File: src/hw/rtl/ddo_mul.sv
`default_nettype none
module ddo_mul (
	input  logic        clk,
	input  logic [31:0] a,
	input  logic [31:0] b,
	output logic [63:0] prod
);
	logic [63:0] prod_q;

	always_ff @(posedge clk) begin
		prod_q <= a * b;
	end

	assign prod = prod_q;
endmodule
`default_nettype wire

File: config.mk
export PLATFORM = sky130hd
export DESIGN_NAME = ddo_mul
export DESIGN_NICKNAME = d
export VERILOG_FILES = /design/src/hw/rtl/ddo_mul.sv
export SDC_FILE = /design/constraint.sdc
export NUM_CORES = 2
export LEC_CHECK = 0
export ABC_AREA = 1
export BUFFER_PORTS_ARGS = -buffer_cell sky130_fd_sc_hd__buf_2
export CORE_ASPECT_RATIO = 1.25
export CORE_MARGIN = 2
export CORE_UTILIZATION = 60
export DETAILED_ROUTE_END_ITERATION = 16
export PLACE_DENSITY_LB_ADDON = 0.12
export SYNTH_ARGS = -nofsm -noshare
export SYNTH_HDL_FRONTEND = slang
export SYNTH_SLANG_ARGS = --single-unit
File: constraint.sdc
create_clock -name clk -period 7.9 [get_ports clk]
set_clock_uncertainty 0.2 [all_clocks]
set_input_delay 1.185 -clock clk [delete_from_list [all_inputs] [get_ports clk]]
set_output_delay 1.185 -clock clk [all_outputs]
set_load 0.05 [all_outputs]
* Word level (Yosys, flattened, before mapping) *
Index checks and enable logic that the tools add are counted.

word-level totals
  register bits after elaboration = 64
  input bits = 65
  word-level logic and storage cells = 2

operators by class
  multipliers = 1

operators by type and width
  operator                      count
  multiplier 32 x 32 -> 64 bit  1

* Depth between registers and ports, before layout *
  word-level depth = 1
  mapped depth = 30
  mapped depth without buffers = 29

* Worst setup path before layout *
No wires, ideal clock.

  path kind = input port to flip-flop
  from = input a[25]
  to = register prod_q[60], in the netlist prod[60]
  data arrival time = 6.887 ns
  stages = 26
  data required time = 7.588 ns
  path slack = 0.701 ns
  cells stage by stage = clkbuf_1 > nand2_1 > fa_1 > inv_1 > fa_1 > inv_1 > fa_1 > inv_1 > fa_1 > fa_1 > fa_1 > fa_1 > inv_1 > fa_1 > inv_1 > ha_1 > nand2_1 > nand2_1 > a21oi_1 > nand2_1 > nand2_1 > nand2_1 > a21oi_1 > nand2_1 > nand2_1 > nand2_1

between the ends
  word-level cells in the longest chain between the ends = 1

ends and longest elaborated chain
  item                          RTL line  RTL
  from (decl)                   4         input logic [31:0] a,
  multiplier 32 x 32 -> 64 bit  11        prod_q <= a * b;
  to (signal assigned)          11
  to (decl)                     8         logic [63:0] prod_q;

Every way passes these cells.

* Worst setup path in the final report *
  from = input a[10]
  to = register prod_q[62], in the netlist prod[62]

The elaborated chain is that of the path after synthesis.

==> load_flow_metrics.sql <==
INSERT INTO impl_metrics (metric_group, metric, value, unit) VALUES
('synthesis', 'netlist_instances', '5023', ''),
('worst_hold_path', 'min_path_cells', '4', ''),
('floorplan', 'die-width', '227.3', 'um'),
('place', 'detailed_placer_s_ending_hpwl', '87.97', 'mm'),
('worst_hold_path', 'timing.hold.worst.start', 'b[0]', ''),
('synthesis', 'postSynthAreaPerCell', '7.446', 'um2'),
('critical_path', 'cp.arrival', '7.70', 'ns'),
('synthesis', 'synth.lib_cells_used.distinct', '23', ''),
('final_layout', 'most-common-layout-cells', '1,723 x sky130_fd_sc_hd__inv_1, 1,566 x sky130_fd_sc_hd__nand2_1, 896 x sky130_fd_sc_hd__fa_1', ''),
('synthesis', 'fraction_of_the_yosys_area_taken_by_sequential_cells', '0.03426', ''),
('worst_hold_path', 'min_path_type', 'in2reg', ''),
('cts', 'cts_root_buf', 'sky130_fd_sc_hd__clkbuf_16', ''),
('final_layout', 'layout-area-overhead-vs-synth', '7.400', '%'),
('floorplan', 'floorplan.die_area', '64360', 'um2'),
('floorplan', 'std_cell_rows', '102', ''),
('final_layout', 'largest_reg_flops', '64', ''),
('routing', 'antenna_left', '0', ''),
('synthesis', 'synth.ff_latch_count', '64', ''),
('final_layout', 'utilization', '0.6503', ''),
('run_status', 'outcome', 'finished, final reports clean', ''),
('final_layout', 'final_nets', '6375', ''),
('global_routing', 'grt_pass1_vias', '32206', ''),
('final_layout', 'layout_cell_share_with_drive_strength_beyond_1', '0.07468', ''),
('timing', 'finalHoldViolCount', '0', ''),
('routing', 'finalWirelength', '101.0', 'mm'),
('place', 'port-buffer-count', '128', ''),
('routing', 'drt_first_pass_iters', '5', ''),
('global_routing', 'grt_overflow_total', '0', ''),
('critical_path', 'cp_max_fo', '21', ''),
('critical_path', 'timing.critical_path.from_type', 'input port', ''),
('cts', 'max-clock-path-buffers', '2', ''),
('routing', 'via_total_after_detailed_routing', '29978', ''),
('routing', 'routed_wirelength_normalized_by_instance_count', '16.86', 'um'),
('synthesis', 'synth.net_count', '6247', ''),
('worst_hold_path', 'worstHoldEndpoint', 'prod[0]', ''),
('cts', 'path_clk_slew', '0.06', 'ns'),
('cts', 'h-tree-depth', '3', ''),
('timing', 'fmax', '0.1307', 'GHz'),
('floorplan', 'pin_count', '129', ''),
('critical_path', 'end_kind', 'flop', ''),
('timing', 'drv_slew', '0', ''),
('floorplan', 'initial_utilization', '0.6055', ''),
('global_routing', 'track_usage', '0.3381', ''),
('final_layout', 'final_common_cell', 'sky130_fd_sc_hd__inv_1', ''),
('timing', 'worst_slew_pin_slew', '0.6637', 'ns'),
('synthesis', 'yosys_warnings', '0', ''),
('timing', 'rsz0062_at_grt', 'no', ''),
('global_routing', 'grt_first_pass_wirelength', '167.8', 'mm'),
('routing', 'post-route-drc-count', '0', ''),
('timing', 'slew_headroom', '0.5575', ''),
('synthesis', 'mappedNetlistArea', '37400', 'um2'),
('cts', 'tritoncts_clock_tree', 'yes', ''),
('routing', 'viasPerCell', '5.006', ''),
('floorplan', 'chipHeight', '283.1', 'um'),
('critical_path', 'cp.required', '7.95', 'ns'),
('floorplan', 'placeableCoreArea', '61770', 'um2'),
('global_routing', 'antenna_found_initial', '5', ''),
('cts', 'cts_num_sinks', '64', ''),
('critical_path', 'worst-setup-path-type', 'in2reg', ''),
('cts', 'ctsHoldBuffers', '0', ''),
('place', 'globalplace.congestion', '0.9248', ''),
('cts', 'numCtsBuffers', '9', ''),
('timing', 'layout_worst_path_cycle_share', '0.9688', ''),
('run', 'cap_violations', '0', ''),
('timing', 'period_minus_slack', '7.653', 'ns'),
('cts', 'cts_post_setup_buffers_inserted', '0', ''),
('routing', 'detail_route.iter0.violations', '1839', ''),
('global_routing', 'largest_net_degree_at_the_start_of_global_routing', '26', ''),
('timing', 'setup_violations', '0', '');
[synthesized netlist by cell type, drive strengths merged]
master | n | area [um2]
a21oi | 43 | 215.2
inv | 1735 | 6512
o21bai | 12 | 93.84
nor3 | 18 | 131.4
xor2 | 33 | 289.0
nand3 | 65 | 370.4
nand4 | 16 | 100.1
clkbuf | 192 | 720.7
ha | 263 | 3291
fa | 896 | 17940
o21ai | 2 | 10.01
nand2 | 1581 | 5972
dfxtp | 64 | 1281
nor2 | 101 | 459.2
xnor2 | 2 | 17.52
[layer usage]
layer  vias to the layer above  share of wire  GRT usage
met4                         4          0.043     0.1255
met3                       239          0.071    0.04563
met5                         -        0.00023          0
met1                     14835           0.38     0.4344
li1                      13867              -          -
met2                      1033           0.50     0.5811
[metrics by stage]
stage,TNS (ns),cells,setup WS [ns],area [um2],hold slack (ns)
finish,0,5989,0.2467,40170,1.278
global route,0,5989,0.01040,40170,1.325
CTS,0,5987,0.2595,40150,1.270
detailed placement,-0.2931,5972,-0.05966,39870,1.453
global placement,-0.1629,5972,-0.05187,39870,1.453
floorplan,0,5023,0.7006,37400,1.083
[cell type report]
class,count,area (um2)
Antenna cell,2,5.005
Sequential cell,64,1281
Timing Repair Buffer,309,2162
Fill cell,5593,21600
Clock inverter,3,43.79
Clock buffer,12,236.5
Inverter,1735,6513
Multi-Input combinational cell,3032,28890
Tap cell,832,1041
[logic make-up (layout without fill, tap and decap cells)]
kind of cell / count (synthesis) / after routing / synth area share
XOR/XNOR: 35 / 35 / 0.008196
flip-flops: 64 / 64 / 0.03426
buffers and inverters: 1927 / 2059 / 0.1934
other: 0 / 2 / 0
adder cells (fa/ha/maj): 1159 / 1159 / 0.5676
AND/OR/NAND/NOR: 1781 / 1781 / 0.1880
AO/OA/AOI/OAI: 57 / 57 / 0.008531
[worst max-delay path by stage]
stage	start	endpoint	slack, ns	cells after the start
floorplan	a[25]	prod[60]	0.70	26
global placement	b[10]	prod[38]	-0.05	26
detailed placement	b[10]	prod[38]	-0.06	26
CTS	b[10]	prod[38]	0.26	26
global route	a[14]	prod[63]	0.01	27
finish	a[10]	prod[62]	0.25	25
[worst max-delay path, cell delays in order]
cell,delay [ns]
sky130_fd_sc_hd__buf_2,0.31
sky130_fd_sc_hd__nand2_1,0.15
sky130_fd_sc_hd__inv_1,0.07
sky130_fd_sc_hd__fa_1,0.54
sky130_fd_sc_hd__inv_1,0.05
sky130_fd_sc_hd__fa_1,0.53
sky130_fd_sc_hd__inv_1,0.05
sky130_fd_sc_hd__fa_1,0.50
sky130_fd_sc_hd__inv_1,0.05
sky130_fd_sc_hd__fa_1,0.59
sky130_fd_sc_hd__inv_1,0.07
sky130_fd_sc_hd__fa_1,0.53
sky130_fd_sc_hd__fa_1,0.46
sky130_fd_sc_hd__fa_1,0.57
sky130_fd_sc_hd__fa_1,0.51
sky130_fd_sc_hd__ha_1,0.42
sky130_fd_sc_hd__nand2_1,0.12
sky130_fd_sc_hd__nor2_1,0.20
sky130_fd_sc_hd__inv_1,0.12
sky130_fd_sc_hd__nor3_1,0.22
sky130_fd_sc_hd__nand2_1,0.09
sky130_fd_sc_hd__nand2_2,0.11
sky130_fd_sc_hd__nand2_1,0.09
sky130_fd_sc_hd__nand3_1,0.07
sky130_fd_sc_hd__nand2_1,0.05
[what timing repair did]
| item | 4_1_cts | 5_1_grt |
|---|---|---|
| resized for setup | 0 | 5 |
| endpoints found under the hold margin | 0 | 0 |
| endpoints found under the setup margin | 0 | 14 |
Power is left out: the tool's default activity adds up to more than one toggle a clock period on the data nets, which glitch-free logic cannot reach.
