### config.mk
export PLATFORM = sky130hd
export DESIGN_NAME = ddo_cordic
export DESIGN_NICKNAME = d
export VERILOG_FILES = /design/src/hw/rtl/ddo_pkg.sv /design/src/hw/rtl/ddo_cordic.sv
export SDC_FILE = /design/constraint.sdc
export NUM_CORES = 1
export LEC_CHECK = 0
export BUFFER_PORTS_ARGS = -buffer_cell sky130_fd_sc_hd__buf_4
export CAP_MARGIN = 20
export CORE_ASPECT_RATIO = 2
export CORE_MARGIN = 1
export CORE_UTILIZATION = 35
export CTS_BUF_LIST = sky130_fd_sc_hd__clkbuf_16
export DETAILED_ROUTE_END_ITERATION = 12
export PLACE_DENSITY = 0.6
export SLEW_MARGIN = 20
export SYNTH_ARGS = -nofsm -noshare
export SYNTH_HDL_FRONTEND = slang
export SYNTH_SLANG_ARGS = --single-unit
### constraint.sdc
create_clock -name clk -period 6.85 [get_ports clk]
set_input_delay 0.3425 -clock clk [delete_from_list [all_inputs] [get_ports clk]]
set_output_delay 0.3425 -clock clk [all_outputs]
set_load 0.03 [all_outputs]
### src/hw/rtl/ddo_pkg.sv
`default_nettype none
package ddo_pkg;

	// stream widths
	localparam int IN_W = 88;
	localparam int OUT_W = 160;
	localparam int IDX_W = 8;

	// rotation steps of the CORDIC, 12 to 32
	localparam int CORDIC_STEPS = 24;
	localparam int CORD_IW = 5;
	localparam int CORD_W = 34;

	localparam logic [31:0] CORDIC_GAIN = 32'd652032875;
	localparam logic [31:0] TWO_PI_Q29 = 32'd3373259426;
	localparam logic [31:0] US_PER_S = 32'd1000000;
	localparam logic [31:0] MPT_RESET = 32'd2623666;
	localparam logic [31:0] TPM_RESET = 32'd7739690;

	typedef enum logic [IDX_W-1:0] {
		REG_MPT = 8'd0,
		REG_TPM = 8'd1
	} reg_idx_t;

	// atan(2^-k) as binary angle
	function automatic logic [31:0] atan_f(input logic [CORD_IW-1:0] k);
		logic [31:0] v;
		case (k)
			5'd0: v = 32'd536870912;
			5'd1: v = 32'd316933406;
			5'd2: v = 32'd167458907;
			5'd3: v = 32'd85004756;
			5'd4: v = 32'd42667331;
			5'd5: v = 32'd21354465;
			5'd6: v = 32'd10679838;
			5'd7: v = 32'd5340245;
			5'd8: v = 32'd2670163;
			5'd9: v = 32'd1335087;
			5'd10: v = 32'd667544;
			5'd11: v = 32'd333772;
			5'd12: v = 32'd166886;
			5'd13: v = 32'd83443;
			5'd14: v = 32'd41722;
			5'd15: v = 32'd20861;
			5'd16: v = 32'd10430;
			5'd17: v = 32'd5215;
			5'd18: v = 32'd2608;
			5'd19: v = 32'd1304;
			5'd20: v = 32'd652;
			5'd21: v = 32'd326;
			5'd22: v = 32'd163;
			5'd23: v = 32'd81;
			5'd24: v = 32'd41;
			5'd25: v = 32'd20;
			5'd26: v = 32'd10;
			5'd27: v = 32'd5;
			5'd28: v = 32'd3;
			5'd29: v = 32'd1;
			5'd30: v = 32'd1;
			default: v = 32'd0;
		endcase
		return v;
	endfunction

	// clamp to signed 32-bit range
	function automatic logic [31:0] sat32(input logic signed [52:0] v);
		logic [31:0] r;
		if (v > 53'sd2147483647)
			r = 32'h7FFF_FFFF;
		else if (v < -53'sd2147483648)
			r = 32'h8000_0000;
		else
			r = v[31:0];
		return r;
	endfunction

endpackage
`default_nettype wire

### src/hw/rtl/ddo_cordic.sv
`default_nettype none
module ddo_cordic (
	input  logic                              clk,
	input  logic                              arst_n,
	input  logic                              start,
	input  logic [31:0]                       angle,
	output logic                              done,
	output logic signed [ddo_pkg::CORD_W-1:0] cos_val,
	output logic signed [ddo_pkg::CORD_W-1:0] sin_val
);
	import ddo_pkg::*;

	logic                     flip;
	logic [31:0]              afold;
	logic                     busy_q;
	logic                     done_q;
	logic                     flip_q;
	logic [CORD_IW-1:0]       i_q;
	logic signed [CORD_W-1:0] x_q;
	logic signed [CORD_W-1:0] y_q;
	logic signed [CORD_W-1:0] z_q;
	logic signed [CORD_W-1:0] sx;
	logic signed [CORD_W-1:0] sy;
	logic signed [CORD_W-1:0] at;

	// fold into +-quarter turn
	assign flip = angle[31] ^ angle[30];
	assign afold = flip ? {~angle[31], angle[30:0]} : angle;

	assign sx = y_q >>> i_q;
	assign sy = x_q >>> i_q;
	assign at = $signed({{(CORD_W-32){1'b0}}, atan_f(i_q)});

	always_ff @(posedge clk or negedge arst_n) begin
		if (!arst_n) begin
			busy_q <= 1'b0;
			done_q <= 1'b0;
			flip_q <= 1'b0;
			i_q <= '0;
			x_q <= '0;
			y_q <= '0;
			z_q <= '0;
		end else begin
			done_q <= 1'b0;
			if (start) begin
				busy_q <= 1'b1;
				i_q <= '0;
				flip_q <= flip;
				x_q <= $signed({{(CORD_W-32){1'b0}}, CORDIC_GAIN});
				y_q <= '0;
				z_q <= $signed({{(CORD_W-32){afold[31]}}, afold});
			end else if (busy_q) begin
				if (z_q >= 0) begin
					x_q <= x_q - sx;
					y_q <= y_q + sy;
					z_q <= z_q - at;
				end else begin
					x_q <= x_q + sx;
					y_q <= y_q - sy;
					z_q <= z_q + at;
				end
				i_q <= i_q + 1'b1;
				if (i_q == CORD_IW'(CORDIC_STEPS - 1)) begin
					busy_q <= 1'b0;
					done_q <= 1'b1;
				end
			end
		end
	end

	assign done = done_q;
	assign cos_val = flip_q ? -x_q : x_q;
	assign sin_val = flip_q ? -y_q : y_q;
endmodule
`default_nettype wire

Word level (Yosys, flattened, before mapping). Memory sizes are Yosys's and may differ from the RTL's. Cells that the tools add are included.

Memory bits (read-only): 960. Logic and storage cells: 44. Register bits: 110. Output and inout port bits: 69. Memories kept: 1. Input port bits: 35.

Memory list: (name not given) (words 32, bits a word 30, read ports 1, clocked after Yosys merged registers in 0, write ports 0, RTL line ddo_pkg.sv:28) `case (k)`.

Shifts and indexed selects: 2. Bitwise logic cells: 2. Equality and inequality tests: 1. Reductions and logical operators: 1. Add/sub/neg operators: 9. Multiplexer cells: 20. Order comparisons: 1.

Operators with widths (count): two-way mux 34 bit (11); adder 34 bit (2); negator 34 bit (2); >>> shifter 34 x 5 -> 34 bit (2); subtractor 34 bit (2); adder 34 x 33 -> 34 bit (1); >= comparator 34 x 1 -> 1 bit, second input constant (1); subtractor 34 x 33 -> 34 bit (1); two-way mux 32 bit (1); two-way mux 5 bit (2); two-way mux 1 bit (6); adder 5 x 1 -> 5 bit, second input constant (1); == test 5 bit, second input constant (1); nonzero test 2 bit (1); inverter 1 bit (1); XOR 1 bit (1).

Depth between registers and ports, before layout.
Depth in word-level cells: 5. Depth in mapped cells: 31. Mapped depth without buffers: 24.

Worst setup path after synthesis. OpenSTA, ideal clock, no wires.

Kind: flip-flop to flip-flop. Start point: reg i_q[0]. End point: reg y_q[33]. Slack: 574 ps. Path buffers: 2. Required time: 6722 ps. Period minus slack after synthesis: 6276 ps. Setup time: 128 ps. Stages on the path, launching flop included: 26. Data arrival time: 6148 ps. Path through: dfrtp_1 buf_4 buf_4 mux4_2 a32o_1 or4_1 inv_1 ha_1 inv_1 or3_1 nand4bb_1 o21a_1 a21o_1 a21oi_1 xnor2_1 ha_1 a21o_1 a21o_1 a21oi_1 o21a_1 o31ai_1 o41ai_1 o21ai_0 or2_2 mux2i_1 mux2_1.

Word-level cells in the longest chain between the ends: 5. Elaborated cells between the ends (all ways): 6. Those cells by class: 2 x add/sub; 1 x shift; 3 x mux.

RTL lines: start: declaration (RTL line ddo_cordic.sv:18) `logic [CORD_IW-1:0] i_q;`; start signal: assignment (RTL line ddo_cordic.sv:62) `i_q <= i_q + 1'b1;`; >>> shifter 34 x 5 -> 34 bit * (RTL line ddo_cordic.sv:31) `assign sy = x_q >>> i_q;`; subtractor 34 bit / adder 34 bit (equally long branches) (RTL line ddo_cordic.sv:59, ddo_cordic.sv:55); two-way mux 34 bit * (RTL line ddo_cordic.sv:53) `if (z_q >= 0) begin`; two-way mux 34 bit * (RTL line ddo_cordic.sv:52) `end else if (busy_q) begin`; two-way mux 34 bit * (RTL line ddo_cordic.sv:45) `if (start) begin`; end signal: assignment (RTL line ddo_cordic.sv:55) `y_q <= y_q + sy;`; end signal: assignment (RTL line ddo_cordic.sv:59) `y_q <= y_q - sy;`; end: declaration (RTL line ddo_cordic.sv:20) `logic signed [CORD_W-1:0] y_q;`.

Every way passes the cells marked *; elsewhere a longest branch is shown, timed or not. The select of a mux whose other input is x is not followed. A chain may end at the register's enable or synchronous reset.

Worst setup path after layout.
Start point: reg i_q[0]. End point: reg y_q[32].

Same word-level chain as after synthesis.

==> results.md <==
- Status: finished, final reports clean
- Setup TNS: 0 ns
- Main flop type after synthesis: dfrtp_1
- Final WL: 82,600 um
- Final slew viol count: 0
- CP Max Fanout: 19
- Max_cap viols: 0
- Final ANT Viol Nets: 0
- Highest Clock Rate: 153 MHz
- Slowest-stage cell, CP: dfrtp_4
- Clock slew at the register clock pins of the worst setup and hold paths: 0.09 ns
- Fin nets: 2,613
- Post-Syn Nets: 2,466
- Post-Synthesis Cells: 2,315
- Placer Congestion: 1.03
- First-pass GRT wire length: 123,000 um
- Pre-CTS setup slack: 0.228 ns
- Period utilization: 95.3%
- Post-Syn Area: 18,500 um2
- Most frequent cells in the layout: buf_4 (326), nand2_1 (251), o21ai_0 (185)
- Starting DRT DRC Count: 1,349
- CP delay by family, top: compound AO/OA/AOI/OAI gates
- Clock skew: 0.0195 ns
- GR Layer Usage met2: 56.9%
- Post-route setup slack: 0.320 ns
- Crit path time final: 6.53 ns
- Ys Warns: 0
- Grt met3 use: 4.24%
- Vias in the first global route: 19,800
- Synth async-reset ratio: 100%
- Die height: 327 um
- Mean post-synth cell area: 7.98 um2
- Root buf cell: clkbuf_16
- Number of remaining DRC errors: 0
- Pwr per Cell Area: 579 nW/um2
- Number of detailed-route iterations in the first pass: 5
- CP max stage delay: 0.63 ns
- Dpl hpwl: 64,600 um
- GR peak layer: met2
- Area grow syn2layout: 15.6%
- Most common cell after layout, fill and taps aside: buf_4
- Largest net degree at the start of global routing: 81
- Share of cells above drive strength 1: 21.2%
- Critical path capture point type: flop
- Met1 Resource Use GR: 30.2%
- Port Buffer Count: 103
- Initial antenna violation count: 2
- Slew of the pin with the lowest slew margin: 0.939 ns
- Number of synthesized flops with an enable pin: 0
- Worst Hold Class: input port to flop
- Filler cell count in the final layout: 5,357
- Post-CTS Setup Bufs: 0
- Total power: 12.4 mW
- Core box area: 52,000 um2
- Total CTS buffers: 9
- Netlist cell types: 96
- Bufs and invs on worst path: 5
- Die area: 53,800 um2
- DR WL/cell: 26.4 um
- Seq cells post-synth: 110
- CTS tree: done
- Overall Global Routing Usage: 31.3%
- Initial Util: 35.5%
- Final setup violation count: 0
- Worst vdd ir: 0.316 mV
- Mean number of vias per cell: 6.21
- CP required: 7.11 ns
- H-tree lvl count: 3
- Rows: 118
- Die X: 164 um
- Skew-Pair Late Insertion Delay: 0.41 ns
- Via Count: 19,400
- Relative max-transition margin: 37.4%
- Ports: 104
- Worst Path Class, Setup: flop to flop
- Final hold slack: 0.133 ns
- CP startpoint kind: flop
- Critical path, cell by cell: inv_2 -> buf_4 -> mux2i_1 -> nor2_1 -> nor4_2 -> ha_1 -> inv_1 -> or3_1 -> nand4bb_1 -> buf_4 -> and3_1 -> nor2_1 -> ha_1 -> buf_4 -> a21o_1 -> a21oi_1 -> o21ai_0 -> a221oi_1 -> o31ai_1 -> a21oi_1 -> o21a_1 -> o21ai_0 -> xnor2_1 -> o21ai_0
- Final-report hold violation count: 0
- Unrepaired setup endpoints after global routing: false
- Clk buf depth: 2
- Grt total ovfl: 0
- CTS Sinks: 110
- Seq/Total Area, Yosys: 14.9%
- Crit path arrival time: 6.79 ns
- Leakage: 9.45 nW
-- area by class of cell --
cell class	count	area, um2	area share (%)
Antenna cell	1	2.50	0.0117
Clock buffer	9	225	1.05
Clock inverter	7	50.0	0.234
Inverter	56	210	0.985
Multi-Input combinational cell	1952	14700	68.8
Sequential cell	110	2770	13.0
Tap cell	660	826	3.87
Timing Repair Buffer	333	2560	12.0
-- Yosys cell counts (all sizes together) (7+ instances only) --
| cell type | n | area share [%] |
|---|---|---|
| nand2 | 251 | 5.1 |
| o21ai | 188 | 5.1 |
| nor2 | 176 | 3.6 |
| xnor2 | 176 | 8.3 |
| a21oi | 155 | 4.2 |
| clkbuf | 123 | 2.5 |
| ha | 113 | 7.7 |
| dfrtp | 110 | 15 |
| mux2i | 94 | 5.1 |
| mux4 | 89 | 11 |
| buf | 74 | 2.1 |
| xor2 | 58 | 2.7 |
| a21o | 55 | 2.2 |
| inv | 53 | 1.1 |
| nand3 | 39 | 1.1 |
| o31ai | 38 | 1.5 |
| nand2b | 33 | 1.1 |
| or3 | 32 | 1.1 |
| mux2 | 31 | 1.9 |
| nor3 | 29 | 0.79 |
| and3 | 26 | 0.88 |
| o21a | 25 | 1.0 |
| a211oi | 24 | 0.98 |
| nor2b | 24 | 0.81 |
| or2 | 20 | 0.68 |
| o211ai | 19 | 0.77 |
| a31oi | 17 | 0.58 |
| o41ai | 17 | 0.81 |
| and2 | 16 | 0.54 |
| nand4 | 14 | 0.47 |
| o22ai | 13 | 0.44 |
| or4 | 13 | 0.55 |
| nor4 | 12 | 0.47 |
| a221oi | 11 | 0.56 |
| o21bai | 11 | 0.45 |
| a21boi | 10 | 0.41 |
| a22oi | 10 | 0.41 |
| a2111oi | 8 | 0.55 |
| a211o | 8 | 0.38 |
| a2bb2oi | 7 | 0.33 |
-- registers in the layout (all words and copies together) (netlist names) --
register	count
done	1
flip_q	1
i_q	5
y_q	34
x_q	34
z_q	34
busy_q	1
-- worst register-to-register path, delay by kind of cell (launching register included) --
family,cells,cell delay [ns]
DFF,1,0.63
AOI/OAI and AO/OA,9,1.90
xor gates and xnor gates,1,0.31
and+or+nand+nor,6,1.51
adders and majority gates,2,0.52
muxes,1,0.49
buffers and inverters,5,1.05
-- repair_timing --
item / 4_1_cts / 5_1_grt
gates resized for setup: 0 / 11
hold buffers: 1 / 0
endpoints found under the hold margin: 10 / 0
endpoints found under the setup margin: 0 / 8
-- kinds of logic (layout without fill, tap and decap cells) --
logic type	Yosys count	count (layout)	synth area share, %
simple gates	711	711	18.5
compound gates	676	676	23.8
buf+inv	253	405	5.77
xor+xnor	235	235	11.2
mux	214	214	17.8
fa+ha+maj	116	116	7.98
flops	110	110	14.9
other cells	0	1	0
-- stage by stage --
step | utilization (%) | area, um2 | instances
finish | 41.1 | 21300 | 3128
CTS | 41.0 | 21300 | 3127
detailed placement | 40.4 | 21000 | 3110
global route | 41.1 | 21300 | 3127
global placement | 40.4 | 21000 | 3110
floorplan | - | 18500 | 2315
-- worst paths after layout --
check / start / endpoint / slack, ns / cells after the start
min in group asynchronous: arst_n / y_q[22]$_DFFE_PN0P_ / 0.32 / 2
setup / recovery: i_q[0]$_DFFE_PN0P_ / y_q[32]$_DFFE_PN0P_ / 0.32 / 24
hold reg to reg: z_q[15]$_DFFE_PN0P_ / z_q[15]$_DFFE_PN0P_ / 0.58 / 2
max in group asynchronous: arst_n / i_q[1]$_DFFE_PN0P_ / 5.41 / 3
hold / removal: angle[23] / z_q[23]$_DFFE_PN0P_ / 0.13 / 3
setup reg to reg: i_q[0]$_DFFE_PN0P_ / y_q[32]$_DFFE_PN0P_ / 0.32 / 24
-- power breakdown --
part | switching, mW | internal [mW]
Combinational | 5.81 | 4.56
Sequential | 0.486 | 0.938
Clock | 0.323 | 0.249
Total | 6.62 | 5.75
-- metal layers --
| metal | part of all wire [%] | up-vias |
|---|---|---|
| met4 | 9.9 | 2 |
| li1 | - | 8802 |
| met1 | 33 | 9518 |
| met2 | 53 | 787 |
| met5 | 0.016 | - |
| met3 | 4.6 | 317 |
Power figures use the tool's default switching activity.
