**src/hw/rtl/ddo_div.sv**
```systemverilog
`default_nettype none
module ddo_div (
	input  logic        clk,
	input  logic        arst_n,
	input  logic        start,
	input  logic [63:0] dividend,
	input  logic [23:0] divisor,
	output logic        done,
	output logic [63:0] quot,
	output logic [23:0] rem
);
	logic        busy_q;
	logic        done_q;
	logic [5:0]  cnt_q;
	logic [63:0] quo_q;
	logic [23:0] rem_q;
	logic [23:0] div_q;
	logic [24:0] trial;
	logic        fit;

	// restoring, one quotient bit per cycle
	assign trial = {rem_q, quo_q[63]};
	assign fit = (trial >= {1'b0, div_q});

	always_ff @(posedge clk or negedge arst_n) begin
		if (!arst_n) begin
			busy_q <= 1'b0;
			done_q <= 1'b0;
			cnt_q <= '0;
			quo_q <= '0;
			rem_q <= '0;
			div_q <= '0;
		end else begin
			done_q <= 1'b0;
			if (start) begin
				busy_q <= 1'b1;
				cnt_q <= '0;
				quo_q <= dividend;
				rem_q <= '0;
				div_q <= divisor;
			end else if (busy_q) begin
				quo_q <= {quo_q[62:0], fit};
				rem_q <= fit ? 24'(trial - {1'b0, div_q}) : trial[23:0];
				cnt_q <= cnt_q + 6'd1;
				if (cnt_q == 6'd63) begin
					busy_q <= 1'b0;
					done_q <= 1'b1;
				end
			end
		end
	end

	assign done = done_q;
	assign quot = quo_q;
	assign rem = rem_q;
endmodule
`default_nettype wire

```
**config.mk**
```make
export PLATFORM = sky130hd
export DESIGN_NAME = ddo_div
export DESIGN_NICKNAME = d
export VERILOG_FILES = /design/src/hw/rtl/ddo_div.sv
export SDC_FILE = /design/constraint.sdc
export NUM_CORES = 1
export LEC_CHECK = 0
export BUFFER_PORTS_ARGS = -buffer_cell sky130_fd_sc_hd__buf_2
export CAP_MARGIN = 40
export CORE_MARGIN = 5
export CORE_UTILIZATION = 53
export CTS_CLUSTER_DIAMETER = 100
export DETAILED_ROUTE_END_ITERATION = 6
export PLACE_DENSITY = 0.8
export SLEW_MARGIN = 20
export SYNTH_ARGS = -nofsm -noshare
export SYNTH_HDL_FRONTEND = slang
export SYNTH_SLANG_ARGS = --single-unit
```
**constraint.sdc**
```tcl
create_clock -name clk -period 3.5 [get_ports clk]
set_input_delay 0.35 -clock clk [delete_from_list [all_inputs] [get_ports clk]]
set_output_delay 0.35 -clock clk [all_outputs]
set_load 0.03 [all_outputs]
```
# After elaboration in Yosys (flattened, before gate mapping)
# Index checks and enable logic that the tools add are counted.
[word_totals]
regBits = 120
wordCells = 24
[classes]
add_sub_neg = 2
mux = 13
n_lt_le_gt_ge = 1
n_reduce_logical = 1
eq_ne = 1
[op_table]
columns = ["op", "count"]
rows = [
  ["$mux 64", 2],
  ["$mux 24", 3],
  ["$ge 25x24->1", 1],
  ["$sub 24x24->24", 1],
  ["$mux 6", 2],
  ["$add 6x1->6 const B", 1],
  ["$eq 6x6->1 const B", 1],
  ["$mux 1", 6],
  ["$reduce_bool 2->1", 1],
]

# Logic depth before layout (Yosys ltp)
# Gate-level depths: netlist of the first run.
[depth]
ltp_word = 4
depth_mapped = 12
mapped_depth_nobuf = 11

# Worst setup path after synthesis of the first run
# OpenSTA, ideal clock, no wires.
[synth_timing]
path_kind = "register to register"
startpoint = "register quo_q[63], in the netlist quot[63]"
endpoint = "register rem_q[22], in the netlist rem[22]"
required_ns = 3.401
path_slack_ns = 0.746
period_less_slack_ns = 2.754
stages_incl_launch_ff = 12
path_buffers = 0
t_arrival_ns = 2.654
cell_sequence = "dfrtp_1 > inv_1 > ha_1 > fa_1 > nor2b_1 > o21bai_2 > a31oi_4 > a2111oi_4 > o31ai_4 > nor4_1 > a2111o_1 > a311oi_1"
[synth_via]
elab_chain_cells = 4
elab_cells_between_ends = 5
cone_classes = "1 x add/sub; 1 x order compare; 3 x mux"
[synth_lines]
columns = ["element", "line", "rtl"]
rows = [
  ["start, declared", "15", "logic [63:0] quo_q;"],
  ["start signal, assigned", "38", "quo_q <= dividend;"],
  ["start signal, assigned", "42", "quo_q <= {quo_q[62:0], fit};"],
  ["$sub 24x24->24 / $ge 25x24->1 (equally long branches)", "43, 23", ""],
  ["$mux 24 *", "43", "rem_q <= fit ? 24'(trial - {1'b0, div_q}) : trial[23:0];"],
  ["$mux 24 *", "41", "end else if (busy_q) begin"],
  ["$mux 24 *", "35", "if (start) begin"],
  ["end signal, assigned", "43", ""],
  ["end, declared", "16", "logic [23:0] rem_q;"],
]
# Mark *: on every way between the ends. The rest lies on a longest branch, timed or not. The select of a mux whose other input is x is not followed.
# A chain may end at the register's enable or synchronous reset.

# Worst setup path after layout of the first run
[layout_timing]
startpoint = "register rem_q[0], in the netlist rem[0]"
endpoint = "register rem_q[20], in the netlist rem[20]"
[layout_via]
elab_chain_cells = 4
elab_cells_between_ends = 5
cone_classes = "1 x add/sub; 1 x order compare; 3 x mux"
[layout_lines]
columns = ["element", "line"]
rows = [
  ["$sub 24x24->24 / $ge 25x24->1 (equally long branches)", "43, 23"],
  ["$mux 24 *", "43"],
  ["$mux 24 *", "41"],
  ["$mux 24 *", "35"],
]
# Marks and branches as above.

==> out/qor_table.md, run 1 <==
| Quantity | This run | Unit |
|---|---|---|
| Minimum clock period after layout | 3.134 | ns |
| DRC | 0 | - |
| Path class of the lowest-slack min-delay path | input pin to flip-flop | - |
| Most used standard cells in the synthesized netlist | 120 x sky130_fd_sc_hd__dfrtp_1, 108 x sky130_fd_sc_hd__nand2_1, 94 x sky130_fd_sc_hd__o21ai_0 | - |
| Total die area | 0.01503 | sq mm |
| Distinct cell type count after synthesis | 58 | - |
| Layout cell share with drive strength beyond 1 | 26.48 | % |
| DIE WIDTH | 122.6 | um |
| Power consumption | 6.205 | mW |
| Critical path endpoint category | flip-flop | - |
| Synth top area cells | sky130_fd_sc_hd__dfrtp_1 45%, sky130_fd_sc_hd__mux2i_1 12%, sky130_fd_sc_hd__o21ai_0 7.0%, sky130_fd_sc_hd__nand2_1 6.0%, sky130_fd_sc_hd__ha_1 4.7% | - |
| Count of buffering cells on the critical path with inverters included | 1 | - |
| Synth-to-Final Area Change | 24.15 | % |
| Final Net Count | 984 | - |
| Number of I/O pins | 180 | - |
| Clock transition at the registers of the reported paths | 0.06 | ns |
| Ratio of total power to cell area | 743.7 | mW/mm^2 |
| Sink of the worst hold path | quot[48] | - |
| Required time worst endpoint | 3.81 | ns |
| Total grt overflow | 0 | - |
| Final-layout fill cell count | 1,070 | - |
| Setup TNS | 0 | ns |
| Worst Path Max Fanout | 20 | - |
| Vertical die dimension | 122.6 | um |
| Crit path kind | flip-flop to flip-flop | - |
| Setup Buffers After CTS | 0 | - |
| Number of buffers added by the clock tree synthesis step | 17 | - |
| Number of buffer cells added on primary ports | 179 | - |
| Post-placement cell area | 0.007726 | sq mm |
| Synthesis warning total | 0 | - |
| Area share of the largest cell type after synthesis | 44.68 | % |
| Post-Syn Nets | 821 | - |
| Most frequently used flop master after synthesis | sky130_fd_sc_hd__dfrtp_1 | - |
| Wire length of the first global-routing pass | 26,440 | um |
| R2R Path Start | rem[0] | - |
| Maximum count of clock buffers along a single path | 2 | - |
| Cell Chain, Critical Path | ha_1 -> nor2b_1 -> o2111ai_2 -> a31oi_2 -> o31ai_4 -> o21bai_2 -> a31oi_4 -> buf_4 -> nand2_1 -> a311oi_1 | - |
| Outcome | finished clean | - |
| Routed Antenna Nets | 0 | - |
| Post-detail-place hpwl | 12,280 | um |
| Worst slack after detailed placement | 0.3888 | ns |
| Most frequent cell after synthesis | sky130_fd_sc_hd__dfrtp_1 | - |
| Final worst slack | 0.3658 | ns |
| DRT Wirelength | 16,670 | um |
| Library cell occupying the most area in the post-synthesis netlist | sky130_fd_sc_hd__dfrtp_1 | - |
| 1st-pass router iterations | 5 | - |
| Vias | 5,685 | - |
| Static Leak | 4.585 | nW |
| Period Utilization, post-route | 89.55 | % |
| Worst R2R Setup Slack | 0.37 | ns |
| Hold path cells | 3 | - |
| Worst flop-to-flop path endpoint | rem[20] | - |
| Largest delay contributor family on the critical path | compound AO/OA/AOI/OAI gates | - |
| Global placer's final weighted congestion | 0.9320 | - |
| Cell area after synthesis | 0.006720 | sq mm |
| Post-Synthesis Cells | 704 | - |
| Skew final | 0.01152 | ns |
| Starting DRC count in detailed routing | 346 | - |
| HP Start | dividend[48] | - |
| Slew at the pin closest to its max-slew limit | 0.7520 | ns |
| Pin count of the biggest net entering global routing | 68 | - |
| Data arrival at the endpoint of the critical path | 3.44 | ns |
| Maximum level of the CTS H-tree | 4 | - |
| Setup violation total in the final timing report | 0 | - |
| WL/cell | 15.81 | um |
| Root Buffer | sky130_fd_sc_hd__clkbuf_16 | - |
| Post-cts gate resize count | 0 | - |
| CTS tree | done | - |
| Part of the Yosys area used for sequential elements | 44.68 | % |
| Number of placement rows | 41 | - |
| Summed area of non-filler cells in the final layout | 0.008343 | sq mm |
| Final number of max-transition violations | 0 | - |
| Utilization of the core after routing | 66.65 | % |
| Synth Register Bits | 120 | - |
| Initial Utilization | 53.69 | % |
| Startpoint class of the critical path | flip-flop | - |
| Number of enable flip-flop cells after synthesis | 0 | - |
| Initial antenna violation count | 2 | - |
| Worst-case vdd ir drop | 0.3817 | mV |
| Critical Path Slowest Stage Cell | sky130_fd_sc_hd__a31oi_4 | - |
| Clk Latency, worst-skew pair | 0.42 | ns |
| Max-cap viol count | 0 | - |
| Fraction of registers with async set/reset | 100.0 | % |
| Cells on worst reg2reg path | 10 | - |
| Total Routing Usage GR | 22.27 | % |
| Maximum frequency from static timing analysis | 319.1 | MHz |
| Post-Syn Area per Cell | 9.546 | sq um |
| Via count of the first global-routing pass | 5,375 | - |
| Worst path max stage delay | 0.64 | ns |
| Std-Cell Core Area | 0.01252 | sq mm |
| Final hold violation count | 0 | - |
| Clock sinks | 120 | - |
| Via density | 5.394 | - |
| Unrepaired setup endpoints after global routing | false | - |
| Slew headroom | 49.86 | % |
==> where the power goes <==
group	switching (mW)	internal [mW]	total, mW	leakage (nW)
combinational	1.66	1.06	2.72	2.81
clock	0.617	1.06	1.68	0.273
sequential	0.201	1.60	1.81	1.50
==> cells by family (layout without fill, tap and decap cells) <==
logic type,after synthesis,count (layout),share of synthesized area (%)
AND/OR/NAND/NOR,196,196,12.87
AO/OA/AOI/OAI,180,180,17.54
flip-flops,120,120,44.68
multiplexers,81,81,12.08
buffers and inverters,77,253,4.748
adder cells (fa/ha/maj),26,26,4.953
XOR/XNOR,24,24,3.128
other,0,2,0
==> flip-flops by register name, indices dropped and copies added (netlist names) <==
name,flops
busy_q,1
cnt_q,6
div_q,24
done,1
quot,64
rem,24
==> metal layers <==
layer | wire length (um) | vias up | track usage, %
li1 | - | 2815 | -
met1 | 7231 | 2666 | 29.30
met2 | 8026 | 166 | 35.07
met3 | 846 | 38 | 4.700
met4 | 561 | 0 | 10.99
met5 | 0 | - | 0
==> worst max-delay path by stage <==
stage | endpoint | from | cells past startpoint
floorplan | rem[22] | quot[63] | 11
global placement | rem[20] | rem[0] | 10
detailed placement | rem[20] | rem[0] | 10
CTS | rem[22] | rem[0] | 10
global route | rem[20] | rem[0] | 10
finish | rem[20] | rem[0] | 10
==> through the flow <==
step	std cells	hold WS, ns
global route	1054	0.1307
CTS	1050	0.06219
floorplan	704	0.05441
global placement	1018	0.5008
detailed placement	1018	0.5008
finish	1054	0.1357
==> cells in the final DEF (no fill, tap or decap), types with 3 or more instances in the layout <==
master                       netlist  layout
sky130_fd_sc_hd__dfrtp_1         120     119
sky130_fd_sc_hd__o21ai_0          94      94
sky130_fd_sc_hd__a21o_1            4       4
sky130_fd_sc_hd__xor2_1           13      13
sky130_fd_sc_hd__o21ai_1           3       3
sky130_fd_sc_hd__a21oi_2           3       3
sky130_fd_sc_hd__nor3b_1           3       3
sky130_fd_sc_hd__inv_1            32      32
sky130_fd_sc_hd__clkinvlp_4        0       3
sky130_fd_sc_hd__a41oi_1           4       4
sky130_fd_sc_hd__clkbuf_16         0      17
sky130_fd_sc_hd__nand3_1          13      13
sky130_fd_sc_hd__ha_1             25      25
sky130_fd_sc_hd__clkbuf_1         26       3
sky130_fd_sc_hd__nor2b_1           3       3
sky130_fd_sc_hd__nor2_1           35      35
sky130_fd_sc_hd__nor4_1            3       3
sky130_fd_sc_hd__or2_1             4       4
sky130_fd_sc_hd__o31ai_1           4       4
sky130_fd_sc_hd__a311oi_1          5       5
sky130_fd_sc_hd__nand2_1         108     108
sky130_fd_sc_hd__buf_2             3     177
sky130_fd_sc_hd__a21oi_1          20      20
sky130_fd_sc_hd__clkinv_2          0       3
sky130_fd_sc_hd__xnor2_1          11      11
sky130_fd_sc_hd__a211oi_1         15      15
sky130_fd_sc_hd__mux2i_1          80      80
sky130_fd_sc_hd__o21a_1            5       5
sky130_fd_sc_hd__buf_4             3       8
sky130_fd_sc_hd__nand4_1          10      10
sky130_fd_sc_hd__and3_1            3       3
sky130_fd_sc_hd__nor3_1            3       3
==> worst reg2reg max path, stage by stage, from the launching register on <==
cell                        delay (ns)
sky130_fd_sc_hd__dfrtp_1          0.42
sky130_fd_sc_hd__ha_1             0.32
sky130_fd_sc_hd__nor2b_1          0.16
sky130_fd_sc_hd__o2111ai_2        0.21
sky130_fd_sc_hd__a31oi_2          0.16
sky130_fd_sc_hd__o31ai_4          0.33
sky130_fd_sc_hd__o21bai_2         0.14
sky130_fd_sc_hd__a31oi_4          0.64
sky130_fd_sc_hd__buf_4            0.30
sky130_fd_sc_hd__nand2_1          0.07
sky130_fd_sc_hd__a311oi_1         0.28
==> area by class of cell <==
cell class | instances | area [sq um] | share of cell area (%)
inverter | 32 | 120.1 | 1.440
clock inverter | 11 | 123.9 | 1.485
timing repair buffer | 189 | 1023 | 12.27
antenna | 2 | 5.005 | 0.05999
multi-input combinational | 507 | 3398 | 40.73
sequential | 120 | 3007 | 36.04
clock buffer | 21 | 450.4 | 5.399
tap | 172 | 215.2 | 2.579
==> timing repair <==
action                     in CTS  in global routing
hold buffers                    0                  1
hold endpoints to repair        0                 12
setup endpoints to repair       0                  0
No activity file was read; power rests on OpenSTA's default activity.
==> run 2: changes to the inputs <==
- CORE_MARGIN: 5 -> 10
==> out/qor_table.md, run 2 (synthesis gave the netlist of run 1 again) <==
| Quantity | This run | Unit | vs previous |
|---|---|---|---|
| Outcome | finished clean | - |  |
| Most common library cell in the layout ignoring fill and taps | sky130_fd_sc_hd__buf_2 | - |  |
| Setup TNS | 0 | ns | unchanged |
| Worst R2R Setup Slack | 0.52 | ns | +0.15 ns |
| Crit path kind | flip-flop to flip-flop | - |  |
| R2R Path Start | rem[17] | - |  |
| Total area of sequential cells | 0.003007 | sq mm | unchanged |
| Wire length of the first global-routing pass | 28,490 | um | +7.8% |
| WL/cell | 16.63 | um | +5.2% |
| Largest register FFs | 64 | - | unchanged |
| Clock transition at the registers of the reported paths | 0.05 | ns | about the same |
| Ant diodes | 0 | - | -2 |
| Multi-input combinational cell area | 0.003398 | sq mm | unchanged |
| Number of buffers added by the clock tree synthesis step | 17 | - | unchanged |
| Smallest hold slack | 0.1288 | ns | -0.006905 ns |
| Worst-case vdd ir drop | 0.3934 | mV | +3.1% |
| Maximum count of clock buffers along a single path | 2 | - | unchanged |
| Post-cts gate resize count | 0 | - | unchanged |
| Pin count of the biggest net entering global routing | 83 | - | +22% |
| Total die area | 0.01758 | sq mm | +17% |
| Final hold violation count | 0 | - | unchanged |
| Required time worst endpoint | 3.77 | ns | -0.04 ns |
| Maximum level of the CTS H-tree | 4 | - | unchanged |
| Final-layout fill cell count | 1,050 | - | -1.9% |
| Slew at the pin closest to its max-slew limit | 0.7216 | ns | -0.03043 ns |
| DIE WIDTH | 132.6 | um | +8.2% |
| Top library cells by usage in the layout, fill and taps aside | 177 x sky130_fd_sc_hd__buf_2, 119 x sky130_fd_sc_hd__dfrtp_1, 108 x sky130_fd_sc_hd__nand2_1 | - |  |
| Worst slack after detailed placement | 0.5067 | ns | +0.1180 ns |
| Worst Path Max Fanout | 20 | - | unchanged |
| Max-cap viol count | 0 | - | unchanged |
| Minimum clock period after layout | 2.980 | ns | -0.1540 ns |
| Data arrival at the endpoint of the critical path | 3.25 | ns | -0.19 ns |
| Vertical die dimension | 132.6 | um | +8.2% |
| Final worst slack | 0.5198 | ns | +0.1539 ns |
| 1st-pass router iterations | 4 | - | -1 |
| Final Net Count | 980 | - | -0.41% |
| Ratio of total power to cell area | 756.1 | mW/mm^2 | +1.7% |
| Unrepaired setup endpoints after global routing | false | - |  |
| Slew headroom | 51.89 | % | +2.0 points |
| Layout cell share with drive strength beyond 1 | 26.26 | % | -0.22 points |
| Critical path endpoint category | flip-flop | - |  |
| Root Buffer | sky130_fd_sc_hd__clkbuf_16 | - |  |
| Routed Antenna Nets | 0 | - | unchanged |
| Total Routing Usage GR | 19.71 | % | -2.6 points |
| Path class of the lowest-slack min-delay path | input pin to flip-flop | - |  |
| Initial Utilization | 53.69 | % | unchanged |
| Startpoint class of the critical path | flip-flop | - |  |
| CTS tree | done | - |  |
| DRC | 0 | - | unchanged |
| Number of placement rows | 41 | - | unchanged |
| Vias | 5,629 | - | -0.99% |
| Setup violation total in the final timing report | 0 | - | unchanged |
| Post-placement cell area | 0.007729 | sq mm | about the same |
| Via count of the first global-routing pass | 5,515 | - | +2.6% |
| Period Utilization, post-route | 85.15 | % | -4.4 points |
| Initial antenna violation count | 0 | - | -2 |
| Clk Latency, worst-skew pair | 0.42 | ns | about the same |
| Maximum frequency from static timing analysis | 335.5 | MHz | +5.2% |
| Std-Cell Core Area | 0.01252 | sq mm | unchanged |
| Global placer's final weighted congestion | 0.9072 | - | -2.7% |
| Worst flop-to-flop path endpoint | rem[11] | - |  |
| Critical path endpoint | rem[11] | - |  |
| Starting DRC count in detailed routing | 388 | - | +12% |
| Cells on worst reg2reg path | 10 | - | unchanged |
| Clock sinks | 120 | - | unchanged |
| Static Leak | 4.589 | nW | about the same |
| Number of I/O pins | 180 | - | unchanged |
| Power consumption | 6.310 | mW | +1.7% |
| Synth-to-Final Area Change | 24.19 | % | about the same |
| Via density | 5.371 | - | -0.42% |
| Number of buffer cells added on primary ports | 179 | - | unchanged |
| Post-detail-place hpwl | 12,780 | um | +4.1% |
| DRT Wirelength | 17,430 | um | +4.6% |
| Setup Buffers After CTS | 0 | - | unchanged |
| Hold-fix buffer count after cts | 1 | - | +1 |
| Total grt overflow | 0 | - | unchanged |
| Start point of the critical path | rem[17] | - |  |
| Final number of max-transition violations | 0 | - | unchanged |
| Summed area of non-filler cells in the final layout | 0.008346 | sq mm | about the same |
| Skew final | 0.01443 | ns | +0.002913 ns |
## run 2: cell type report
class                           instances  area share [%]
Multi-Input combinational cell        507           40.72
Sequential cell                       120           36.03
Timing Repair Buffer                  185           11.96
Clock buffer                           21           5.517
Tap cell                              172           2.579
Clock inverter                         11           1.754
Inverter                               32           1.439
## run 2: routing by layer
layer	track usage, %	up-vias	wire length, um
met5	0	-	0
met2	32.15	140	8543
li1	-	2806	-
met4	8.130	0	309
met1	24.33	2662	7755
met3	5.034	21	823
## run 2: stage by stage
stage	util, %	std cells
3_5_place_dp	61.75	1015
2_1_floorplan	-	704
6_report	66.67	1048
5_1_grt	66.67	1048
4_1_cts	66.67	1048
3_3_place_gp	61.75	1015
## run 2: where the power goes
group	switching, mW	total (mW)	internal, mW	leakage (nW)
clock network	0.622	1.78	1.16	0.293
registers	0.193	1.80	1.60	1.50
logic	1.67	2.73	1.07	2.80
total	2.48	6.31	3.83	4.59
## run 2: worst min-delay path by stage
stage / cells after the start / start / slack (ns) / to
after global placement: 1 / arst_n / 0.44 / rem[9]
after detailed placement: 1 / arst_n / 0.44 / rem[9]
final: 3 / divisor[6] / 0.13 / div_q[6]
after floorplan: 0 / arst_n / 0.05 / busy_q
after CTS: 3 / dividend[32] / 0.12 / quot[32]
after global routing: 2 / dividend[0] / 0.13 / quot[0]
## run 2: critical path, cell delays in order, from the launching register on
cell and delay, ns:
sky130_fd_sc_hd__dfrtp_1 0.40, sky130_fd_sc_hd__ha_1 0.40, sky130_fd_sc_hd__a21oi_2 0.32, sky130_fd_sc_hd__o21ai_1 0.13, sky130_fd_sc_hd__nand3_1 0.10, sky130_fd_sc_hd__nand3_1 0.08, sky130_fd_sc_hd__a211o_1 0.34, sky130_fd_sc_hd__a31oi_4 0.50
sky130_fd_sc_hd__buf_12 0.25, sky130_fd_sc_hd__mux2i_1 0.20, sky130_fd_sc_hd__a211oi_1 0.09
